File: src/rtl/dlf_pkg.sv
`default_nettype none
package dlf_pkg;

  localparam int MaxIn    = 256;
  localparam int MaxOut   = 64;
  localparam int RowW     = 8;
  localparam int ColW     = 6;
  localparam int AddrW    = RowW + ColW;
  localparam int InLenW   = 9;
  localparam int OutLenW  = 7;
  localparam int CfgDataW = 9;

  localparam logic [31:0] QNan = 32'h7FC0_0000;

  typedef enum logic {
    FUNC_WEIGHT = 1'b0,
    FUNC_ACT    = 1'b1
  } func_e;

  typedef enum logic {
    CFG_IN_LEN  = 1'b0,
    CFG_OUT_LEN = 1'b1
  } cfg_idx_e;

  typedef enum logic [1:0] {
    ST_IDLE,
    ST_ISSUE,
    ST_DRAIN
  } state_e;

  typedef struct packed {
    logic            func;
    logic [RowW-1:0] row;
    logic [ColW-1:0] col;
    logic [31:0]     value;
    logic            last_element;
  } in_item_t;

  typedef struct packed {
    logic [ColW-1:0] out_index;
    logic [31:0]     out_value;
    logic            last_result;
  } out_item_t;

  // travels with each fma operation
  typedef struct packed {
    logic [ColW-1:0] idx;
    logic            last;
  } fma_tag_t;

  // index of the highest set bit, zero for zero
  function automatic logic [5:0] top_bit(input logic [62:0] v);
    logic [5:0] k;
    k = '0;
    for (int i = 0; i < 63; i++) begin
      if (v[i]) k = 6'(i);
    end
    return k;
  endfunction

endpackage
`default_nettype wire

File: src/rtl/dlf_acc.sv
`default_nettype none
module dlf_acc (
  input  wire logic                     clk_i,
  input  wire logic                     rst_ni,
  input  wire logic                     clr_i,
  input  wire logic                     we_i,
  input  wire logic [dlf_pkg::ColW-1:0] waddr_i,
  input  wire logic [31:0]              wdata_i,
  input  wire logic [dlf_pkg::ColW-1:0] raddr_i,
  output logic [31:0]                   rdata_o
);

  logic [31:0]               mem_q [dlf_pkg::MaxOut];
  logic [dlf_pkg::MaxOut-1:0] vld_q;
  logic [31:0]               data_q;
  logic                      rvld_q;

  always_ff @(posedge clk_i) begin
    if (we_i) mem_q[waddr_i] <= wdata_i;
    data_q <= mem_q[raddr_i];
  end

  // cleared entries read as +0
  always_ff @(posedge clk_i or negedge rst_ni) begin
    if (!rst_ni) begin
      vld_q  <= '0;
      rvld_q <= 1'b0;
    end else begin
      if (clr_i) vld_q <= '0;
      else if (we_i) vld_q[waddr_i] <= 1'b1;
      rvld_q <= vld_q[raddr_i];
    end
  end

  assign rdata_o = rvld_q ? data_q : 32'h0;

endmodule
`default_nettype wire

File: config.mk
export PLATFORM = sky130hd
export DESIGN_NAME = dlf_acc
export DESIGN_NICKNAME = d
export VERILOG_FILES = /design/src/rtl/dlf_pkg.sv /design/src/rtl/dlf_acc.sv
export SDC_FILE = /design/constraint.sdc
export NUM_CORES = 2
export LEC_CHECK = 0
export BUFFER_PORTS_ARGS = -buffer_cell sky130_fd_sc_hd__buf_2
export CAP_MARGIN = 40
export CORE_MARGIN = 2
export CORE_UTILIZATION = 50
export CTS_CLUSTER_SIZE = 16
export DETAILED_ROUTE_END_ITERATION = 6
export PLACE_DENSITY = 0.76
export SLEW_MARGIN = 20
export SYNTH_ARGS = -nofsm -noshare
export SYNTH_HDL_FRONTEND = slang
export SYNTH_SLANG_ARGS = --single-unit
export TNS_END_PERCENT = 50
File: constraint.sdc
create_clock -name clk_i -period 2.65 [get_ports clk_i]
set_input_delay 0.3975 -clock clk_i [delete_from_list [all_inputs] [get_ports clk_i]]
set_output_delay 0.3975 -clock clk_i [all_outputs]
set_load 0.01 [all_outputs]
Yosys cells after proc, flatten, opt, wreduce, memory -nomap -nowiden
Memories as Yosys holds them, arrays and structs flattened. A register that Yosys moved wholly into a read port is not among the register bits. Cells that the tools add are included.

Flip-flop bits (word level): 65. Word-level logic and storage cells: 18. Output and inout bits: 32. Bits of input ports: 48. Memory bits (writable): 2048. Memories kept: 1.

Memory list: mem_q (depth 64, bits a word 32, read ports 1, clocked after Yosys merged registers in 1, write ports 1, RTL line dlf_acc.sv:13) `logic [31:0] mem_q [dlf_pkg::MaxOut];`.

Reduce and logical (&&, ||, !) cells: 2. Muxes and demuxes: 9. Bitwise logic cells: 1. $lt $le $gt $ge: 3.

Operators with widths (number): 2-to-1 mux 64 bit (2); bitwise OR 64 bit (1); 2-to-1 mux 32 bit (1); less-than comparator 6 x 7 -> 1 bit (second input constant) (2); binary-select mux 1 bit (select 6 bit) (1); demux 1 bit (select 6 bit) (1); greater-or-equal comparator 6 x 1 -> 1 bit (second input constant) (1); 2-to-1 mux 1 bit (4); nonzero test 2 bit (1); logical AND 1 bit (1).

Longest topological paths before layout
Word-level depth: 7. Depth in mapped cells: 10.

Worst setup path after synthesis
OpenSTA, ideal clock, no wires.

Kind: in2reg. Start point: input port waddr_i[5] (netlist bit). End point: memory mem_q[48][0], enable pin. Setup time: 0.505 ns. Arrival: 4.144 ns. Setup slack: -1.999 ns. Path buffers: 1. Data required time: 2.145 ns. Stages on the path: 4. Path through: clkbuf_1 > nand3_1 > or2_2 > nor4_1.

RTL lines: start: declaration (RTL line dlf_acc.sv:7) `input wire logic [dlf_pkg::ColW-1:0] waddr_i,`; end: declaration (RTL line dlf_acc.sv:13).

No word-level cell before the write port.

Final worst setup path
Start point: register rvld_q. End point: output port rdata_o[6].

Cells in the longest elaborated chain, start to end: 1.

RTL lines: start: declaration (RTL line dlf_acc.sv:16) `logic rvld_q;`; start signal: assignment (RTL line dlf_acc.sv:31) `rvld_q <= vld_q[raddr_i];`; 2-to-1 mux 32 bit (RTL line dlf_acc.sv:35) `assign rdata_o = rvld_q ? data_q : 32'h0;`; end: declaration (RTL line dlf_acc.sv:10) `output logic [31:0] rdata_o`.

No other way between the ends.

==> flow_metrics.tcl <==
set metrics [dict create \
    tritoncts "done" \
    clock_sink_count 2145 \
    clk_latency_ns 0.85 \
    finalMaxSlewViolations 0 \
    overflow 0 \
    postSynthAreaPerCell_um2 22.7 \
    design.core.area_mm2 0.162 \
    via_per_inst 6.47 \
    drt_first_pass_iters 6 \
    ys_seq_elements 2145 \
    nNetsFinal 4095 \
    postCtsSetupRepairBufs 0 \
    p_clk_frac 0.409 \
    final_area_mm2 0.0951 \
    peakVddDrop_v 0.000774 \
    ys_seq_area_frac 0.783 \
    port_buffers 79 \
    synth_cells 3589 \
    min_to "mem_q[12][3]$_DFFE_PP_" \
    wl_per_cell_um 34.0 \
    clock_skew_ns 0.0353 \
    maxCapViolations 0 \
    p_int_mw 55.3 \
    final_common_cell "edfxtp_1" \
    htree_levels 4 \
    dpl_cell_area_mm2 0.0884 \
    postRouteAntennaNets 0 \
    wirelength_um 218000 \
    critPathTopFamily "flip-flops" \
    final_cell_mix "2048 x edfxtp_1, 566 x mux4_2, 248 x buf_4" \
    worstPathArrival_ns 2.03 \
    cts_buffer_depth 3 \
    placedCellCount 6016 \
    die_area_mm2 0.166 \
    place_congestion 0.833 \
    whs_path_depth 1 \
    status "finished clean" \
    hpwlAfterDp_um 125000 \
    antenna_found_initial 16 \
    syn_area_mm2 0.0814 \
    grt_max_degree 66 \
    syn-num-nets 3637 \
    cts_buffers 195 \
    setup_viol 0 \
    worstSetupEndpointType "output port" \
    seqPwrFrac 0.535 \
    hp-class "in -> reg" \
    setup_tns_ns 0 \
    cp_cell_sequence "buf_4, and2_1, buf_2" \
    min_period_ns 2.43 \
    total_leakage_power_nw 30.4 \
    p_comb_frac 0.057 \
    switchingPower_mw 15.0 \
    post-route-period-util 0.918 \
    vias 41300 \
    p_sw_frac 0.213 \
    syn2layout_area_growth_pct 16.7 \
    synth_cell_types 40 \
    cts_root_buf "clkbuf_16" \
    critical_path_required_ns 2.25 \
    timing.rr.start "mem_q[9][16]$_DFFE_PP_" \
    dieHeight_um 408 \
    drt_iter0_drc 6566 \
    max_stage_delay_ns 0.50 \
    clkSlewWorstSetupHoldPaths_ns 0.06 \
    finalNonFillerCells 6391 \
    num-fill-cells 11000 \
    r2r_slack_ns 0.23 \
    crit_fanout 28 \
    initial_core_util 0.502 \
    max_freq_ghz 0.411 \
    worst_r2r_path_depth 4 \
    grt_use_total 0.263 \
    boundaryPins 80 \
    reg2reg_to "data_q[16]$_DFF_P_" \
    slowest_stage "dfrtp_1" \
    grt_pass1_wl_um 309000 \
    path_class "reg -> out" \
    p_per_area_mw_per_mm2 739 \
    min_from "wdata_i[3]" \
    dieWidth_um 408 \
    ys.warnings.count 0 \
    route.detailed.drc 0 \
    slew_headroom 0.375 \
    crit_path_start_kind "register" \
    fp-row-count 148 \
    max_slew.worst_pin.slew_ns 0.937 \
    grt_pass1_vias 42200 \
    drive_gt1_frac 0.337 \
    rsz0062_at_grt "no" \
    final_hold_viol_count 0 \
    path_buf_inv 2 \
]
## repair_timing
item,CTS,global route
gates resized for setup,0,0
setup endpoints to repair,0,0
hold buffers,6,1
endpoints found under the hold margin,103,9
## cell type report
type / instances / area (um^2) / area share
diodes: 6 / 15.0 / 0.000158
clock buffers: 258 / 5270 / 0.0554
clock inverters: 102 / 1240 / 0.0130
inverters: 1 / 3.75 / 0.0000395
multi-input cells: 1244 / 17200 / 0.181
flip-flops and latches: 2145 / 63800 / 0.671
well taps: 2175 / 2720 / 0.0286
repair buffers: 460 / 4890 / 0.0514
## metal layers
layer	up-vias	GRT usage	routed length [um]
met5	-	0	95
met4	16	0.104	8510
met3	449	0.0690	28700
met2	3062	0.414	104000
met1	21700	0.355	76200
li1	16100	-	-
## flip-flops by register name, indices dropped and copies added (netlist names)
| register | flops |
|---|---|
| mem_q | 2048 |
| vld_q | 64 |
| data_q | 32 |
| rvld_q | 1 |
## cell usage after synthesis
cell type	number	area [um^2]
o32ai_1	1	8.76
or2_2	5	31.3
buf_1	8	30.0
mux2_1	4	45.0
mux4_2	566	12700
dfrtp_1	65	1630
buf_6	12	135
edfxtp_1	2048	61500
mux2i_1	41	410
nor2_1	247	927
nor2b_1	8	50.1
nor4_1	1	6.26
a211oi_1	3	22.5
dfxtp_1	32	641
a31oi_1	10	62.6
o221ai_1	27	236
nand3b_1	4	30.0
nand3_1	7	35.0
nand4_1	1	6.26
buf_2	61	305
o31ai_1	1	7.51
or3b_2	4	35.0
o22ai_1	104	651
clkbuf_1	91	342
or3b_1	1	8.76
o221a_2	6	67.6
a221oi_1	1	8.76
and2_1	34	213
a22oi_1	5	37.5
mux2_2	36	405
a21oi_1	42	210
nand2_1	36	135
or3_1	2	12.5
o21ai_1	7	35.0
inv_1	1	3.75
nand2b_1	9	56.3
nor3_1	10	50.1
o21ai_0	20	100
o21ba_2	1	10.0
buf_4	27	203
## power by group through the flow
stage / clock [mW] / sequential [mW] / combinational (mW)
2_1_floorplan: 0 / 38.2 / 1.91
3_3_place_gp: 0 / 38.3 / 3.81
3_5_place_dp: 0 / 38.3 / 3.89
4_1_cts: 28.9 / 37.6 / 3.94
5_1_grt: 30.1 / 37.6 / 4.15
6_report: 28.7 / 37.6 / 3.98
## worst max-delay path by stage
| stage | start | to | cells past startpoint |
|---|---|---|---|
| after floorplan | waddr_i[3] | mem_q[10][0]$_DFFE_PP_ | 4 |
| after global placement | raddr_i[0] | data_q[16]$_DFF_P_ | 7 |
| after detailed placement | raddr_i[0] | data_q[16]$_DFF_P_ | 7 |
| after CTS | rvld_q$_DFF_PN0_ | rdata_o[6] | 3 |
| after global routing | rvld_q$_DFF_PN0_ | rdata_o[15] | 2 |
| final | rvld_q$_DFF_PN0_ | rdata_o[6] | 3 |
## worst register-to-register path, delay by kind of cell (launching register included)
family | cells | cell delay, ns
muxes | 2 | 1.07
AOI/OAI and AO/OA | 1 | 0.67
DFF | 1 | 0.38
and+or+nand+nor | 1 | 0.14
## through the flow
step	hold slack, ns	utilization	power [mW]	worst slack (ns)
finish	0.0410	0.586	70.3	0.218
global route	0.0358	0.586	71.8	0.165
CTS	0.00132	0.586	70.4	0.208
detailed placement	0.441	0.545	42.2	-0.376
global placement	0.436	0.545	42.1	-0.423
floorplan	0.102	-	40.1	-0.405
## kinds of logic (layout without fill, tap and decap cells)
logic type	count (synthesis)	in the layout	synth area share
flip-flops	2145	2145	0.783
multiplexers	647	647	0.167
other	0	6	0
AND/OR/NAND/NOR	369	369	0.0196
AO/OA/AOI/OAI	228	228	0.0179
buffers and inverters	200	821	0.0125
Note: power is estimated with default switching activity, not from simulation.
